`config.mk`:
```
export PLATFORM = sky130hd
export DESIGN_NAME = hamming_sec_codec_unit_flat
export DESIGN_NICKNAME = d
export VERILOG_FILES = /design/src/rtl/core/hsc_pkg.sv /design/src/rtl/core/hsc_if.sv /design/src/rtl/core/hamming_sec_codec_unit.sv /design/src/rtl/core/hsc_datapath.sv /design/src/flat_wrapper.sv
export SDC_FILE = /design/constraint.sdc
export NUM_CORES = 1
export LEC_CHECK = 0
export BUFFER_PORTS_ARGS = -buffer_cell sky130_fd_sc_hd__buf_2
export CAP_MARGIN = 20
export CORE_MARGIN = 4
export CORE_UTILIZATION = 60
export DETAILED_ROUTE_END_ITERATION = 8
export PLACE_DENSITY = 0.92
export SETUP_SLACK_MARGIN = 0.5
export SLEW_MARGIN = 40
export SYNTH_ARGS = -nofsm -noshare
export SYNTH_HDL_FRONTEND = slang
export SYNTH_SLANG_ARGS = --single-unit
export TNS_END_PERCENT = 50
```
`constraint.sdc`:
```
create_clock -name clk -period 10.5 [get_ports clk]
set_clock_uncertainty 0.15 [all_clocks]
set_input_delay 0.525 -clock clk [delete_from_list [all_inputs] [get_ports clk]]
set_output_delay 0.525 -clock clk [all_outputs]
set_load 0.03 [all_outputs]
```
`src/rtl/core/hsc_pkg.sv`:
```
// ----------------------------------------------------------------------------
// Hamming SEC codec package
// Shared widths, mode codes and the check-bit count and data-length functions.
// ----------------------------------------------------------------------------
package hsc_pkg;

  localparam int WORD_W            = 64;
  localparam int DATA_W            = 57;
  localparam int POS_W             = 7;
  localparam int CFG_W             = 6;
  localparam int MAX_CODE_BITS_DEF = 64;
  localparam int RESET_DATA_BITS   = 4;

  typedef enum logic {
    MODE_ENCODE = 1'b0,
    MODE_DECODE = 1'b1
  } mode_t;

  // least r >= 1 with 2^r >= n + r + 1, capped at 7
  function automatic logic [2:0] check_count(input logic [6:0] n);
    logic [2:0] r;
    logic       done;
    r    = 3'd1;
    done = 1'b0;
    for (int k = 1; k < 7; k++) begin
      if (!done && ((8'd1 << k) < ({1'b0, n} + 8'(k) + 8'd1))) begin
        r = 3'(k + 1);
      end else begin
        done = 1'b1;
      end
    end
    return r;
  endfunction

  // largest data length whose codeword fits in max_bits
  function automatic int max_data_len(input int max_bits);
    int best;
    best = 1;
    for (int n = 1; n < 64; n++) begin
      if (n + int'(check_count(7'(n))) <= max_bits) begin
        best = n;
      end
    end
    return best;
  endfunction

  // raw register value to effective data length: zero reads as one, clamp to nmax
  function automatic logic [6:0] eff_data_len(input logic [CFG_W-1:0] raw, input int nmax);
    logic [6:0] n;
    n = (raw == '0) ? 7'd1 : {1'b0, raw};
    if (n > 7'(nmax)) begin
      n = 7'(nmax);
    end
    return n;
  endfunction

endpackage

```
`src/rtl/core/hsc_if.sv`:
```
// ----------------------------------------------------------------------------
// Hamming SEC codec channels
// Valid/ready request and result channels with their payloads.
// ----------------------------------------------------------------------------
interface hsc_req_if import hsc_pkg::*; ();
  logic              valid;
  logic              ready;
  logic              mode;
  logic [WORD_W-1:0] word;

  modport source (output valid, output mode, output word, input ready);
  modport sink   (input valid, input mode, input word, output ready);
endinterface

interface hsc_rsp_if import hsc_pkg::*; ();
  logic              valid;
  logic              ready;
  logic [WORD_W-1:0] codeword;
  logic [DATA_W-1:0] data_out;
  logic [POS_W-1:0]  error_position;
  logic              error_beyond_length;

  modport source (output valid, output codeword, output data_out, output error_position,
                  output error_beyond_length, input ready);
  modport sink   (input valid, input codeword, input data_out, input error_position,
                  input error_beyond_length, output ready);
endinterface

```
`src/rtl/core/hamming_sec_codec_unit.sv`:
```
// ----------------------------------------------------------------------------
// Hamming SEC codec unit
// Configurable-length even-parity Hamming encoder and single-error corrector.
// ----------------------------------------------------------------------------
//  channel   | dir | handshake    | payload
//  ----------+-----+--------------+---------------------------------------------
//  request   | in  | valid/ready  | mode, word
//  result    | out | valid/ready  | codeword, data_out, error_position,
//            |     |              | error_beyond_length
//  cfg       | in  | cfg_we       | cfg_data (data length)
//
//  One item per cycle while the result channel is not stalled; an accepted request
//  passes through the input register and then the result register around the
//  single-pass parity and correction logic.
//  rst is synchronous: clears both stages and returns the data length to 4.
//  A stalled result holds its register; the input stage keeps taking items
//  while the result stage can move on.
// ----------------------------------------------------------------------------
module hamming_sec_codec_unit import hsc_pkg::*; #(
  parameter int MAX_CODE_BITS = MAX_CODE_BITS_DEF
) (
  input  logic             clk,
  input  logic             rst,
  input  logic             cfg_we,
  input  logic [CFG_W-1:0] cfg_data,
  hsc_req_if.sink          request,
  hsc_rsp_if.source        result
);

  localparam int CW    = MAX_CODE_BITS;
  localparam int NMAX  = max_data_len(CW);
  localparam int LEN_W = $clog2(CW + 1);
  localparam int N_W   = $clog2(NMAX + 1);
  localparam logic [6:0] RESET_N = eff_data_len(CFG_W'(RESET_DATA_BITS), NMAX);

  logic [N_W-1:0]   data_len;
  logic [LEN_W-1:0] code_len;
  logic [6:0]       cfg_n;

  logic             req_valid;
  logic             req_mode;
  logic [CW-1:0]    req_word;

  logic             rsp_valid;
  logic [CW-1:0]    cw_q;
  logic [NMAX-1:0]  data_q;
  logic [LEN_W-1:0] syn_q;
  logic             beyond_q;

  logic             out_en;
  logic [CW-1:0]    dp_cw;
  logic [NMAX-1:0]  dp_data;
  logic [LEN_W-1:0] dp_syn;
  logic             dp_beyond;

  assign cfg_n  = eff_data_len(cfg_data, NMAX);
  assign out_en = !rsp_valid || result.ready;
  assign request.ready = !req_valid || out_en;

  always_ff @(posedge clk) begin
    if (rst) begin
      data_len  <= N_W'(RESET_N);
      code_len  <= LEN_W'(RESET_N + 7'(check_count(RESET_N)));
      req_valid <= 1'b0;
      rsp_valid <= 1'b0;
    end else begin
      if (cfg_we) begin
        data_len <= N_W'(cfg_n);
        code_len <= LEN_W'(cfg_n + 7'(check_count(cfg_n)));
      end
      if (request.ready) begin
        req_valid <= request.valid;
      end
      if (out_en) begin
        rsp_valid <= req_valid;
      end
    end
  end

  always_ff @(posedge clk) begin
    if (request.valid && request.ready) begin
      req_mode <= request.mode;
      req_word <= request.word[CW-1:0];
    end
    if (out_en && req_valid) begin
      cw_q     <= dp_cw;
      data_q   <= dp_data;
      syn_q    <= dp_syn;
      beyond_q <= dp_beyond;
    end
  end

  hsc_datapath #(
    .CODE_W (CW)
  ) u_datapath (
    .mode     (req_mode),
    .word     (req_word),
    .data_len (data_len),
    .code_len (code_len),
    .codeword (dp_cw),
    .data     (dp_data),
    .syndrome (dp_syn),
    .beyond   (dp_beyond)
  );

  assign result.valid               = rsp_valid;
  assign result.codeword            = WORD_W'(cw_q);
  assign result.data_out            = DATA_W'(data_q);
  assign result.error_position      = POS_W'(syn_q);
  assign result.error_beyond_length = beyond_q;

`ifndef SYNTHESIS
  a_len_range: assert property (@(posedge clk) disable iff (rst)
    (data_len != '0) && (data_len <= N_W'(NMAX)))
    else $error("data length out of range");

  a_code_len: assert property (@(posedge clk) disable iff (rst)
    code_len == LEN_W'(7'(data_len) + 7'(check_count(7'(data_len)))))
    else $error("codeword length does not match data length");

  a_beyond_syn: assert property (@(posedge clk) disable iff (rst)
    rsp_valid && beyond_q |-> (syn_q != '0) && (syn_q > code_len))
    else $error("beyond-length flag without a syndrome past the codeword");

  a_cw_masked: assert property (@(posedge clk) disable iff (rst)
    rsp_valid |-> ((cw_q >> code_len) == '0))
    else $error("codeword bits set past codeword length");

  a_stage_fill: assert property (@(posedge clk) disable iff (rst)
    request.valid && request.ready |=> req_valid)
    else $error("accepted item lost at input stage");
`endif

endmodule

```
`src/rtl/core/hsc_datapath.sv`:
```
// ----------------------------------------------------------------------------
// Hamming SEC codec datapath
// Single-pass encode and decode: spread, syndrome trees, correction, extract.
// ----------------------------------------------------------------------------
module hsc_datapath import hsc_pkg::*; #(
  parameter int CODE_W = MAX_CODE_BITS_DEF,
  localparam int NMAX  = max_data_len(CODE_W),
  localparam int LEN_W = $clog2(CODE_W + 1),
  localparam int N_W   = $clog2(NMAX + 1)
) (
  input  logic              mode,
  input  logic [CODE_W-1:0] word,
  input  logic [N_W-1:0]    data_len,
  input  logic [LEN_W-1:0]  code_len,
  output logic [CODE_W-1:0] codeword,
  output logic [NMAX-1:0]   data,
  output logic [LEN_W-1:0]  syndrome,
  output logic              beyond
);

  logic [CODE_W-1:0] len_mask;
  logic [NMAX-1:0]   data_mask;
  logic [CODE_W-1:0] spread;
  logic [CODE_W-1:0] masked;
  logic [CODE_W-1:0] parity_src;
  logic [LEN_W-1:0]  syn;
  logic [CODE_W-1:0] enc_cw;
  logic [CODE_W-1:0] flip;
  logic              syn_beyond;
  int                di;
  int                ci;
  int                ki;

  always_comb begin
    for (int b = 0; b < CODE_W; b++) begin
      len_mask[b] = (LEN_W'(b) < code_len);
    end
    for (int j = 0; j < NMAX; j++) begin
      data_mask[j] = (N_W'(j) < data_len);
    end
  end

  assign masked = word & len_mask;

  // place data bits over non-power-of-two positions
  always_comb begin
    spread = '0;
    di     = 0;
    for (int b = 0; b < CODE_W; b++) begin
      if (((b + 1) & b) != 0) begin
        if (di < NMAX) begin
          spread[b] = word[di] & data_mask[di];
        end
        di++;
      end
    end
  end

  assign parity_src = (mode == MODE_DECODE) ? masked : spread;

  always_comb begin
    for (int i = 0; i < LEN_W; i++) begin
      syn[i] = 1'b0;
      for (int b = 0; b < CODE_W; b++) begin
        if ((((b + 1) >> i) & 1) != 0) begin
          syn[i] = syn[i] ^ parity_src[b];
        end
      end
    end
  end

  // fill check bits at power-of-two positions
  always_comb begin
    enc_cw = spread;
    ci     = 0;
    for (int b = 0; b < CODE_W; b++) begin
      if (((b + 1) & b) == 0) begin
        enc_cw[b] = syn[ci] & len_mask[b];
        ci++;
      end
    end
  end

  assign syn_beyond = (syn != '0) && (syn > code_len);

  always_comb begin
    for (int b = 0; b < CODE_W; b++) begin
      flip[b] = !syn_beyond && (syn == LEN_W'(b + 1));
    end
  end

  assign codeword = (mode == MODE_DECODE) ? (masked ^ flip) : enc_cw;
  assign syndrome = (mode == MODE_DECODE) ? syn : '0;
  assign beyond   = (mode == MODE_DECODE) && syn_beyond;

  always_comb begin
    data = '0;
    ki   = 0;
    for (int b = 0; b < CODE_W; b++) begin
      if (((b + 1) & b) != 0) begin
        if (ki < NMAX) begin
          data[ki] = codeword[b] & data_mask[ki];
        end
        ki++;
      end
    end
  end

endmodule
```
`src/flat_wrapper.sv`:
```
// flat-port wrapper written by rule: the top's interface ports become plain ports
module hamming_sec_codec_unit_flat import hsc_pkg::*;
#(
  parameter int MAX_CODE_BITS = MAX_CODE_BITS_DEF
)
  (clk, rst, cfg_we, cfg_data, request_valid, request_mode, request_word, request_ready, result_valid, result_codeword, result_data_out, result_error_position, result_error_beyond_length, result_ready);
  hsc_req_if request_i ();
  hsc_rsp_if result_i ();
  input  logic clk;
  input  logic rst;
  input  logic cfg_we;
  input  logic [CFG_W-1:0] cfg_data;
  input wire logic [$bits(request_i.valid)-1:0] request_valid;
  input wire logic [$bits(request_i.mode)-1:0] request_mode;
  input wire logic [$bits(request_i.word)-1:0] request_word;
  output wire logic [$bits(request_i.ready)-1:0] request_ready;
  output wire logic [$bits(result_i.valid)-1:0] result_valid;
  output wire logic [$bits(result_i.codeword)-1:0] result_codeword;
  output wire logic [$bits(result_i.data_out)-1:0] result_data_out;
  output wire logic [$bits(result_i.error_position)-1:0] result_error_position;
  output wire logic [$bits(result_i.error_beyond_length)-1:0] result_error_beyond_length;
  input wire logic [$bits(result_i.ready)-1:0] result_ready;
  assign request_i.valid = request_valid;
  assign request_i.mode = request_mode;
  assign request_i.word = request_word;
  assign request_ready = request_i.ready;
  assign result_valid = result_i.valid;
  assign result_codeword = result_i.codeword;
  assign result_data_out = result_i.data_out;
  assign result_error_position = result_i.error_position;
  assign result_error_beyond_length = result_i.error_beyond_length;
  assign result_i.ready = result_ready;
  hamming_sec_codec_unit #(.MAX_CODE_BITS(MAX_CODE_BITS)) u_core (.clk(clk), .rst(rst), .cfg_we(cfg_we), .cfg_data(cfg_data), .request(request_i), .result(result_i));
endmodule
```
== Word-level counts from Yosys, hierarchy flattened ==
Cells that the tools add are included.

* Add/subtract/negate cells: 13
* $mul: 0
* Div/mod/pow operators: 0
* Order comparisons: 129
* Equality and inequality tests: 64
* Shifts and indexed selects: 0
* Muxes and demuxes: 27
* Bitwise logic cells: 309
* Reduce and logical (&&, ||, !) cells: 85

{| class="wikitable"
|+ Operators by type and width
! cell !! number
|-
| 7-bit by 6-bit == test with 1-bit output (second input constant) || 32
|-
| 6-bit by 7-bit < comparator with 1-bit output (first input constant) || 32
|-
| 1-bit bitwise XOR || 186
|-
| 6-bit < comparator (first input constant) || 25
|-
| 64-bit 2-to-1 mux || 2
|-
| 1-bit bitwise AND || 121
|-
| 7-bit by 5-bit == test with 1-bit output (second input constant) || 16
|-
| 5-bit by 7-bit < comparator with 1-bit output (first input constant) || 16
|-
| 5-bit by 6-bit < comparator with 1-bit output (first input constant) || 16
|-
| 1-bit logical AND || 73
|-
| 64-bit bitwise AND || 1
|-
| 64-bit bitwise XOR || 1
|-
| 7-bit by 4-bit == test with 1-bit output (second input constant) || 8
|-
| 4-bit by 7-bit < comparator with 1-bit output (first input constant) || 8
|-
| 8-bit by 1-bit adder with 8-bit output (second input constant) || 6
|-
| 4-bit by 6-bit < comparator with 1-bit output (first input constant) || 8
|-
| 7-bit by 3-bit == test with 1-bit output (second input constant) || 4
|-
| 3-bit by 7-bit < comparator with 1-bit output (first input constant) || 4
|-
| 7-bit by 3-bit adder with 8-bit output (second input constant) || 3
|-
| 3-bit by 6-bit < comparator with 1-bit output (first input constant) || 4
|-
| 3-bit 2-to-1 mux || 6
|-
| 7-bit by 2-bit adder with 8-bit output (second input constant) || 2
|-
| 1-bit 2-to-1 mux || 15
|-
| 7-bit by 2-bit == test with 1-bit output (second input constant) || 2
|-
| other kinds (23) || 36
|}

* Flip-flop bits (word level): 209
* Latch bits: 0
* Memory bits (writable): 0
* ROM bits: 0
* Bits of input ports: 76
* Output and inout bits: 131
* Word-level logic and storage cells: 637
* Memories kept: 0

== Depth between registers and ports, before layout ==
Gate-level depths: netlist of the first run.

* Depth after elaboration: 41
* Mapped depth: 29
* Depth with buffers taken out: 23

== Hierarchy ==
From an unflattened synthesis of the first run, not the netlist that was laid out.

* Cell total of the unflattened synthesis: 1159
* Area total of the unflattened synthesis: 12615.8 um^2

{| class="wikitable"
|+ Modules (own cells, without submodules)
! module !! instances !! cells an instance !! area an instance (um^2) !! seq. area each (um^2)
|-
| hamming_sec_codec_unit || 1 || 302 || 6698.9 || 6125.9
|-
| hsc_datapath || 1 || 857 || 5916.9 || 0.0
|}

== Least setup slack after synthesis of the first run ==
OpenSTA, ideal clock, no wires.

* Kind: register to register
* Start: register u_core.rsp_valid, in the netlist u_core.result.valid
* End: register u_core.cw_q[0], in the netlist u_core.result.codeword[0] (enable)
* Setup time: 0.634 ns
* Arrival: 6.316 ns
* Required time: 9.716 ns
* Path slack: 3.400 ns
* Stages on the path, launching flop included: 3
* Path buffers: 0
* Period minus slack after synthesis: 7.100 ns
* Cell sequence: dfxtp_1 -> nor2b_1 -> nor2b_1

* Word-level cells in the longest chain between the ends: 3

{| class="wikitable"
|+ RTL lines
! element !! line !! RTL
|-
| from (decl) || hamming_sec_codec_unit.sv:44 || <nowiki>logic rsp_valid;</nowiki>
|-
| from (signal assigned) || hamming_sec_codec_unit.sv:75 || <nowiki>rsp_valid <= req_valid;</nowiki>
|-
| 1-bit zero test || hamming_sec_codec_unit.sv:57 || <nowiki>assign out_en = !rsp_valid || result.ready;</nowiki>
|-
| 1-bit logical OR || hamming_sec_codec_unit.sv:57 ||
|-
| 1-bit logical AND || hamming_sec_codec_unit.sv:85 || <nowiki>if (out_en && req_valid) begin</nowiki>
|-
| to (signal assigned) || hamming_sec_codec_unit.sv:86 || <nowiki>cw_q <= dp_cw;</nowiki>
|-
| to (decl) || hamming_sec_codec_unit.sv:45 || <nowiki>logic [CW-1:0] cw_q;</nowiki>
|}

No other way between the ends.
A chain may end at the register's enable or synchronous reset.

== Worst setup path after layout of the first run ==
* Start: register u_core.req_mode
* End: register u_core.data_q[40], in the netlist u_core.result.data_out[40] (data pin)

* Word-level cells in the longest chain between the ends: 39
* Elaborated cells between the ends (all ways): 196
* Those cells by class: order compare (1); eq/ne (1); mux (2); bitwise (188); reduce/logical (4)

{| class="wikitable"
|+ RTL lines
! element !! line !! RTL
|-
| from (decl) || hamming_sec_codec_unit.sv:41 || <nowiki>logic req_mode;</nowiki>
|-
| from (signal assigned) || hamming_sec_codec_unit.sv:82 || <nowiki>req_mode <= request.mode;</nowiki>
|-
| 64-bit 2-to-1 mux (*) || hsc_datapath.sv:59 || <nowiki>assign parity_src = (mode == MODE_DECODE) ? masked : spread;</nowiki>
|-
| 1-bit bitwise XOR (30 in a row) || hsc_datapath.sv:66 || <nowiki>syn[i] = syn[i] ^ parity_src[b];</nowiki>
|-
| 1-bit bitwise XOR (*) || hsc_datapath.sv:66 ||
|-
| named net u_core.u_datapath.syn[1] || hsc_datapath.sv:26 || <nowiki>logic [LEN_W-1:0] syn;</nowiki>
|-
| 7-bit greater-than comparator / 7-bit nonzero test (equally long branches) || hsc_datapath.sv:84 || <nowiki>assign syn_beyond = (syn != '0) && (syn > code_len);</nowiki>
|-
| 1-bit logical AND || hsc_datapath.sv:84 ||
|-
| 1-bit zero test || hsc_datapath.sv:88 || <nowiki>flip[b] = !syn_beyond && (syn == LEN_W'(b + 1));</nowiki>
|-
| 1-bit logical AND (*) || hsc_datapath.sv:88 ||
|-
| 64-bit bitwise XOR (*) || hsc_datapath.sv:92 || <nowiki>assign codeword = (mode == MODE_DECODE) ? (masked ^ flip) : enc_cw;</nowiki>
|-
| 64-bit 2-to-1 mux (*) || hsc_datapath.sv:92 ||
|-
| named net u_core.dp_cw[46] || hamming_sec_codec_unit.sv:51 || <nowiki>logic [CW-1:0] dp_cw;</nowiki>
|-
| 1-bit bitwise AND (*) || hsc_datapath.sv:102 || <nowiki>data[ki] = codeword[b] & data_mask[ki];</nowiki>
|-
| named net u_core.dp_data[40] || hamming_sec_codec_unit.sv:52 || <nowiki>logic [NMAX-1:0] dp_data;</nowiki>
|-
| to (signal assigned) || hamming_sec_codec_unit.sv:87 || <nowiki>data_q <= dp_data;</nowiki>
|-
| to (decl) || hamming_sec_codec_unit.sv:46 || <nowiki>logic [NMAX-1:0] data_q;</nowiki>
|}

The timed path passes the listed nets; every way through them passes the cells marked *.

==> results of run 1 <==
## critical path, delay by kind of cell, from the launching register on
kind                     cells  cell delay [ns]
XOR/XNOR                     4             1.35
adder cells (fa/ha/maj)      1             0.29
AO/OA/AOI/OAI                6             1.10
multiplexers                 2             0.59
flip-flops                   1             0.32
buffers and inverters        3             1.55
AND/OR/NAND/NOR              8             1.92
## sequential cells by signal, summed over array words and instances, names as in the netlist
signal	cells
u_core.code_len	7
u_core.data_len	6
u_core.req_mode	1
u_core.req_valid	1
u_core.req_word	64
u_core.result.codeword	64
u_core.result.data_out	57
u_core.result.error_beyond_length	1
u_core.result.error_position	7
u_core.result.valid	1
## per-layer routing
layer | up-vias | share of wire | wire, um
li1 | 4963 | - | -
met1 | 5546 | 0.36 | 17400
met2 | 1103 | 0.43 | 20900
met3 | 233 | 0.15 | 7030
met4 | 0 | 0.062 | 3020
met5 | - | 0 | 0
## final cells by class
| type | count | area [sq um] | area share |
|---|---|---|---|
| Antenna cell | 2 | 5.00 | 0.000339 |
| Clock buffer | 26 | 544 | 0.0369 |
| Clock inverter | 10 | 96.3 | 0.00653 |
| Inverter | 34 | 128 | 0.00864 |
| Multi-Input combinational cell | 911 | 6350 | 0.430 |
| Sequential cell | 209 | 6130 | 0.415 |
| Tap cell | 275 | 344 | 0.0233 |
| Timing Repair Buffer | 222 | 1170 | 0.0791 |
## worst max path at each step
stage,cells after the start,end,slack [ns]
after global placement,24,u_core.result.data_out[40],3.32
final,24,u_core.result.data_out[40],2.98
after detailed placement,24,u_core.result.data_out[40],3.18
after CTS,24,u_core.result.data_out[40],3.16
after floorplan,2,u_core.result.codeword[0],3.40
after global routing,24,u_core.result.data_out[5],2.61
## stage by stage
step                      total power, W  hold WS, ns   util  cells  cell area (sq um)
after floorplan                  0.00208        0.328      -   1233              13000
after detailed placement         0.00258        0.350  0.667   1651              14100
after global routing             0.00346       0.0398  0.698   1687              14800
after CTS                        0.00329       0.0355  0.697   1687              14800
final                            0.00339       0.0361  0.698   1689              14800
after global placement           0.00256        0.331  0.665   1650              14100
## cells by family after synthesis
| logic type | after synthesis |
|---|---|
| AND/OR/NAND/NOR | 404 |
| AO/OA/AOI/OAI | 328 |
| flip-flops | 209 |
| XOR/XNOR | 124 |
| buffers and inverters | 113 |
| multiplexers | 36 |
| adder cells (fa/ha/maj) | 19 |
## power by group through the flow
| stage | sequential, W | combinational [W] | clock (W) |
|---|---|---|---|
| 2_1_floorplan | 0.00111 | 0.000974 | 0 |
| 3_3_place_gp | 0.00103 | 0.00152 | 0 |
| 3_5_place_dp | 0.00104 | 0.00154 | 0 |
| 4_1_cts | 0.00102 | 0.00155 | 0.000719 |
| 5_1_grt | 0.00102 | 0.00168 | 0.000758 |
| 6_report | 0.00102 | 0.00165 | 0.000720 |
## placed cells by master, fill, tap and decap left out, drive strengths merged, types with 7 or more instances in the layout
cell / netlist / routed
or3: 9 / 9
nor4: 16 / 16
dfxtp: 15 / 15
nand2: 102 / 102
xnor2: 74 / 74
clkbuf: 28 / 26
nor2: 89 / 89
clkinv: 1 / 9
inv: 33 / 32
mux2i: 22 / 22
a311oi: 8 / 8
a21boi: 12 / 12
nor3: 31 / 31
a21o: 11 / 11
a211oi: 22 / 22
o32ai: 10 / 10
o31ai: 7 / 7
xor2: 37 / 37
and3b: 7 / 7
o22ai: 11 / 11
o211ai: 13 / 13
mux2: 14 / 14
and3: 29 / 29
and2: 21 / 21
ha: 18 / 18
xnor3: 12 / 12
o21ai: 61 / 61
edfxtp: 194 / 194
o211a: 11 / 11
a21oi: 73 / 73
nand3: 37 / 37
buf: 51 / 222
nor2b: 13 / 13
a31oi: 18 / 18
or2: 13 / 13
nand2b: 11 / 11
o21a: 9 / 9
==> metrics.md, run 1 <==
| Metric | Value |
|---|---|
| Outcome | `finished, final reports clean` |
| Worst path slowest cell | `clkinv_1` |
| Tcrit/Tclk final | `0.716` |
| Cell variety after synth | `97` |
| Fmax | `between 0.1 and 0.15 GHz` |
| Largest net degree at the start of global routing | `76` |
| Finish-stage setup viols | `0` |
| Met3 Use GR | `0.116` |
| Die height | `155 um` |
| Cell mode on critical path | `xnor2_1` |
| Largest family of logic cells by synthesized area | `compound AO/OA/AOI/OAI gates` |
| Worst R2R Setup Slack | `2.98 ns` |
| Logic pwr share | `0.487` |
| Post-CTS setup buffer count | `0` |
| R2R Path End | `u_core.result.data_out[40]` |
| Initial antenna violation count | `0` |
| Drt pass-1 iters | `6` |
| Simple-gate share of the synthesized area | `0.162` |
| Hold path cells | `1` |
| Clock Power Share | `0.212` |
| Final net count | `between 1,000 and 1,500` |
| Worst setup EP type | `flop` |
| GRT overflow | `0` |
| GRT Overall Usage | `0.386` |
| P&R area growth vs syn | `13.8%` |
| Worst path max stage delay | `about 0.60 ns` |
| Net Sw Power | `roughly 0.0016 W` |
| Critical path class | `reg2reg` |
| R2R Path Start | `u_core.req_mode` |
| Number of max-cap violations | `0` |
| Clk_lat worst skew | `approximately 0.52 ns` |
| Most common library cells after synthesis | `edfxtp_1, nand2_1, nor2_1, a21oi_1, xnor2_1` |
| Xor and xnor area share after synthesis | `0.100` |
| Worst-margin pin slew | `about 0.94 ns` |
| Placement Setup Slack | `3.18 ns` |
| Sw frac | `0.464` |
| Power Density | `230 nW/um^2` |
| H-tree depth | `1` |
| Met2 GRT Util | `0.580` |
| Final hold vios | `0` |
| IR drop worst, VDD | `between 0.0001 and 0.00015 V` |
| GR peak layer | `met2` |
| Normalized max-slew margin | `0.370` |
| DR iter-0 viols | `roughly 1,800` |
| Pint | `0.00182 W` |
| GP Congestion | `1.09` |
| Ports | `207` |
| Routed len/inst | `~29 um` |
| Min Tclk post-route | `7.52 ns` |
| Required time worst endpoint | `approximately 11 ns` |
| Die Footprint | `24,000 sq um` |
| Buffers on Ports | `a little over 200` |
| Syn Std Cell Area | `between 10,000 and 15,000 sq um` |
| Synth Net Count | `around 1,300` |
| Crit path launch | `u_core.req_mode` |
| Fin Setup TNS | `0 ns` |
| Filler Cells Inserted | `1,554` |
| RSZ-0062 raised after global routing | `false` |
| Post-route ant nets | `0` |
| Hold Path End | `u_core.req_word[48]` |
| Synth Instances | `around 1,200` |
| Vias in the first global route | `between 10,000 and 15,000` |
| Slew Viols, Final | `0` |
| Mux cell area share after synthesis | `0.0291` |
| Vias per std cell | `7.01` |
| Post-detail-place hpwl | `roughly 36,000 um` |
| DIE WIDTH | `about 160 um` |
| Met1 Use GR | `0.512` |
| Yosys reg bits | `between 200 and 250` |
| Cts bufs inserted | `21` |
| Mean Syn Cell Area | `between 10 and 15 sq um` |
| Clock buffer depth | `3` |
| Crit path DAT | `between 7 and 8 ns` |
| Seq/Total Area, Yosys | `0.472` |
| Vias post-DR | `around 12,000` |
| Starting density of the core | `0.613` |
| Worst hold path class | `in2reg` |
| Complex-gate fraction of the synthesized area | `0.176` |
| Layout cells sized above 1 | `0.226` |
| Global-route wire length before repair | `~70,000 um` |
| Asr flop ratio synth | `0` |
| Pleak | `about 5.8 nW` |
| Cells along the critical path | `buf_4 > clkinv_1 > buf_4 > a21oi_2 > a21oi_1 > xnor2_1 > xnor3_1 > xnor2_1 > xnor2_1 > nand2b_1 > nand2_1 > ha_1 > nor2b_1 > o21ai_0 > nand2b_1 > a21o_1 > and3_1 > a31oi_1 > mux2_2 > a22oi_1 > or2_1 > nor4_1 > mux2_2 > and3_1` |
| Root Buffer | `clkbuf_16` |
| R2R cell count | `24` |
| Count leader, synth | `edfxtp_1` |
| Most area-consuming cells after synthesis | `edfxtp_1, xnor2_1, nand2_1` |
| Most area-hungry cell type in the Yosys netlist | `edfxtp_1` |
| Post-CTS sizing | `0` |
| Clock sinks | `209` |
| DRC viols | `0` |
| Hold_buf cts | `0` |
| Core box area | `approximately 21,000 sq um` |
| EDFF count, synth | `194` |
| CP Launch Type | `flop` |
| CP Max Fanout | `slightly below 50` |
| Seq pwr share | `0.301` |
| Synth warn | `0` |
| Share of the synthesized area in the top cell type | `0.449` |
| CTS tree | `built` |
| Adder-cell share of the synthesized area | `0.0189` |
| Main flop type after synthesis | `edfxtp_1` |
| Reg clk slew, reported paths | `0.06 ns` |
| Hold Path Origin | `request_word[48]` |
| Row count | `53` |
| PnR worst setup slack | `around 3 ns` |
| WL final | `about 48,000 um` |
Note: power is estimated with default switching activity, not from simulation.
==> run 2: changes to the inputs <==
--- a/config.mk
+++ b/config.mk
@@ -8,9 +8,9 @@
 export BUFFER_PORTS_ARGS = -buffer_cell sky130_fd_sc_hd__buf_2
 export CAP_MARGIN = 20
 export CORE_MARGIN = 4
-export CORE_UTILIZATION = 60
+export CORE_UTILIZATION = 52
 export DETAILED_ROUTE_END_ITERATION = 8
-export PLACE_DENSITY = 0.92
+export PLACE_DENSITY = 0.85
 export SETUP_SLACK_MARGIN = 0.5
 export SLEW_MARGIN = 40
 export SYNTH_ARGS = -nofsm -noshare
==> constraint.sdc (replaced) <==
create_clock -name clk -period 6.6 [get_ports clk]
set_clock_uncertainty 0.15 [all_clocks]
set_input_delay 0.33 -clock clk [delete_from_list [all_inputs] [get_ports clk]]
set_output_delay 0.33 -clock clk [all_outputs]
set_load 0.03 [all_outputs]
==> metrics.md, run 2 (same netlist as run 1, synthesis figures left out) <==
| Metric | Value |
|---|---|
| Outcome | `finished, final reports clean` |
| Finish-stage setup viols | `0 (unchanged)` |
| Commonest non-fill, non-tap cells in the layout | `buf_2, edfxtp_1, buf_4, nand2_1, nor2_1` |
| R2R Path Start | `u_core.code_len[4]` |
| GP Congestion | `1.07 (-1.9%)` |
| R2R cell count | `23 (-4.2%)` |
| PnR worst setup slack | `0.552 ns (-2.43 ns)` |
| Placement Setup Slack | `0.257 ns (-2.92 ns)` |
| Clock buffer depth | `3 (unchanged)` |
| Post-route ant nets | `0 (unchanged)` |
| Pint | `0.00336 W (+84%)` |
| P&R area growth vs syn | `29.7%` |
| WL final | `52,700 um (+9.2%)` |
| Vias post-DR | `12,500 (+5.5%)` |
| Layout cells sized above 1 | `0.306 (+0.0804)` |
| Worst setup EP type | `flop` |
| Final hold vios | `0 (unchanged)` |
| Vias per std cell | `6.40 (-8.7%)` |
| Crit path DAT | `6.14 ns (-1.50 ns)` |
| Net Sw Power | `0.00262 W (+67%)` |
| Logic pwr share | `0.537 (+0.050)` |
| Worst hold margin | `0.0385 ns (+0.00237 ns)` |
| DR iter-0 viols | `1,604 (-10%)` |
| Commonest non-fill, non-tap cell in the layout | `buf_2` |
| IR drop worst, VDD | `0.000345 V (+180%)` |
| CP Launch Type | `flop` |
| Power Density | `355 nW/um^2 (+55%)` |
| Critical path class | `reg2reg` |
| Ports | `207 (unchanged)` |
| Required time worst endpoint | `6.69 ns (-3.93 ns)` |
| Die Footprint | `27,500 sq um (+15%)` |
| Final net count | `1,708 (+14%)` |
| Worst R2R Setup Slack | `0.55 ns (-2.43 ns)` |
| RSZ-0062 raised after global routing | `false` |
| Clk_lat worst skew | `0.51 ns (about the same)` |
| Post-detail-place hpwl | `39,800 um (+10%)` |
| Fin Setup TNS | `0 ns (unchanged)` |
| Root Buffer | `clkbuf_16` |
| Cts bufs inserted | `21 (unchanged)` |
| Fmax | `0.165 GHz (+24%)` |
| Min Tclk post-route | `6.05 ns (-1.47 ns)` |
| Pleak | `6.87 nW (+19%)` |
| Routed len/inst | `27.0 um (-5.5%)` |
| CP Max Fanout | `11 (-78%)` |
| Reg clk slew, reported paths | `0.07 ns (about the same)` |
| Sw frac | `0.439 (-0.0252)` |
| Core box area | `24,500 sq um (+16%)` |
| Worst hold path class | `in2reg` |
| GRT Overall Usage | `0.365 (-0.0207)` |
| Global-route wire length before repair | `76,300 um (+10%)` |
| R2R Path End | `u_core.result.data_out[41]` |
| Largest net degree at the start of global routing | `82 (+7.9%)` |
| Buffers on Ports | `206 (unchanged)` |
| Slew Viols, Final | `0 (unchanged)` |
| DRC viols | `0 (unchanged)` |
| Vias in the first global route | `11,900 (+9.1%)` |
| H-tree depth | `1 (unchanged)` |
| Clock sinks | `209 (unchanged)` |
| Hold Path End | `u_core.result.valid` |
| Die height | `166 um (+7.0%)` |
| Normalized max-slew margin | `0.361 (-0.00932)` |
| Clock Power Share | `0.189 (-0.023)` |
| Initial antenna violation count | `1 (+1)` |
| DIE WIDTH | `166 um (+7.0%)` |
| Seq pwr share | `0.274 (-0.027)` |
| Number of max-cap violations | `0 (unchanged)` |
| Hold Path Origin | `result_ready` |
| Row count | `57 (+7.5%)` |
| Worst-margin pin slew | `0.956 ns (+0.0177 ns)` |
| Hold path cells | `4 (+3)` |
| Starting density of the core | `0.530 (-0.0829)` |
| Tcrit/Tclk final | `0.916 (+0.200)` |
| Drt pass-1 iters | `6 (unchanged)` |
| CTS tree | `built` |
| GRT overflow | `0 (unchanged)` |
==> run 2: changes by cell type in the layout (fill, tap and decap cells not counted), sizes merged <==
cell         before  now
clkinv            9    7
clkinvlp          1    2
dlygate4sd3       0   68
diode             2    1
buf             222  368
clkbuf           26   28
bufinv            2    1
==> run 2: power by group through the flow <==
stage	Combinational [W]	Sequential, W	Clock, W
2_1_floorplan	0.00155	0.00175	0
3_3_place_gp	0.00285	0.00166	0
3_5_place_dp	0.00286	0.00166	0
4_1_cts	0.00291	0.00163	0.00114
5_1_grt	0.00332	0.00164	0.00119
6_report	0.00321	0.00164	0.00113
==> run 2: per-stage QoR <==
stage | power [W] | area [sq um] | util | cells
3_3_place_gp | 0.00451 | 15200 | 0.620 | 1830
3_5_place_dp | 0.00452 | 15200 | 0.620 | 1830
6_report | 0.00598 | 16800 | 0.688 | 1951
5_1_grt | 0.00616 | 16800 | 0.688 | 1950
4_1_cts | 0.00568 | 16500 | 0.676 | 1935
2_1_floorplan | 0.00330 | 13000 | - | 1233
==> run 2: how the worst max path moves through the flow <==
stage                             from                          to
global route        u_core.code_len[5]  u_core.result.data_out[41]
detailed placement  u_core.code_len[5]  u_core.result.data_out[40]
floorplan           u_core.code_len[5]  u_core.result.data_out[40]
finish              u_core.code_len[4]  u_core.result.data_out[41]
CTS                 u_core.code_len[3]  u_core.result.data_out[28]
global placement    u_core.code_len[5]  u_core.result.data_out[41]
==> run 2: worst max-delay path, cell delays in order, from the launching register on <==
cell,delay (ns)
dfxtp_1,0.37
buf_4,0.25
a31o_2,0.30
o211ai_1,0.29
mux2i_4,0.33
xor2_1,0.22
xnor3_1,0.57
xor2_1,0.37
nand2b_4,0.08
nand2_1,0.09
ha_1,0.24
nor2b_1,0.13
o21ai_1,0.12
nand2b_1,0.07
a21o_1,0.19
and3_1,0.23
nand3_2,0.11
mux2i_1,0.07
mux2i_1,0.23
o21ai_1,0.13
or2_4,0.32
nor4_2,0.37
mux2_2,0.40
nor2b_1,0.15
==> run 2: layout make-up <==
cell class,count,area (sq um)
Antenna cell,1,2.50
Clock buffer,28,572
Clock inverter,8,66.3
Fill cell,1838,7640
Inverter,34,128
Multi-Input combinational cell,911,6510
Sequential cell,209,6150
Tap cell,324,405
Timing Repair Buffer,436,3000
==> run 2: per-layer routing <==
layer	global-route usage	wire length [um]	part of all wire	vias to the layer above
li1	-	-	-	5395
met1	0.497	20100	0.38	5966
met2	0.582	23600	0.45	948
met3	0.0831	6450	0.12	183
met4	0.123	2580	0.049	0
met5	0	0	0	-
==> run 2: timing repair <==
action                                 4_1_cts  5_1_grt
resized for setup                           11       43
endpoints found under the hold margin       71        0
pin swaps                                    1       10
setup endpoints to repair                   35       61
hold buffers                                68        0
setup buffers                                1       15
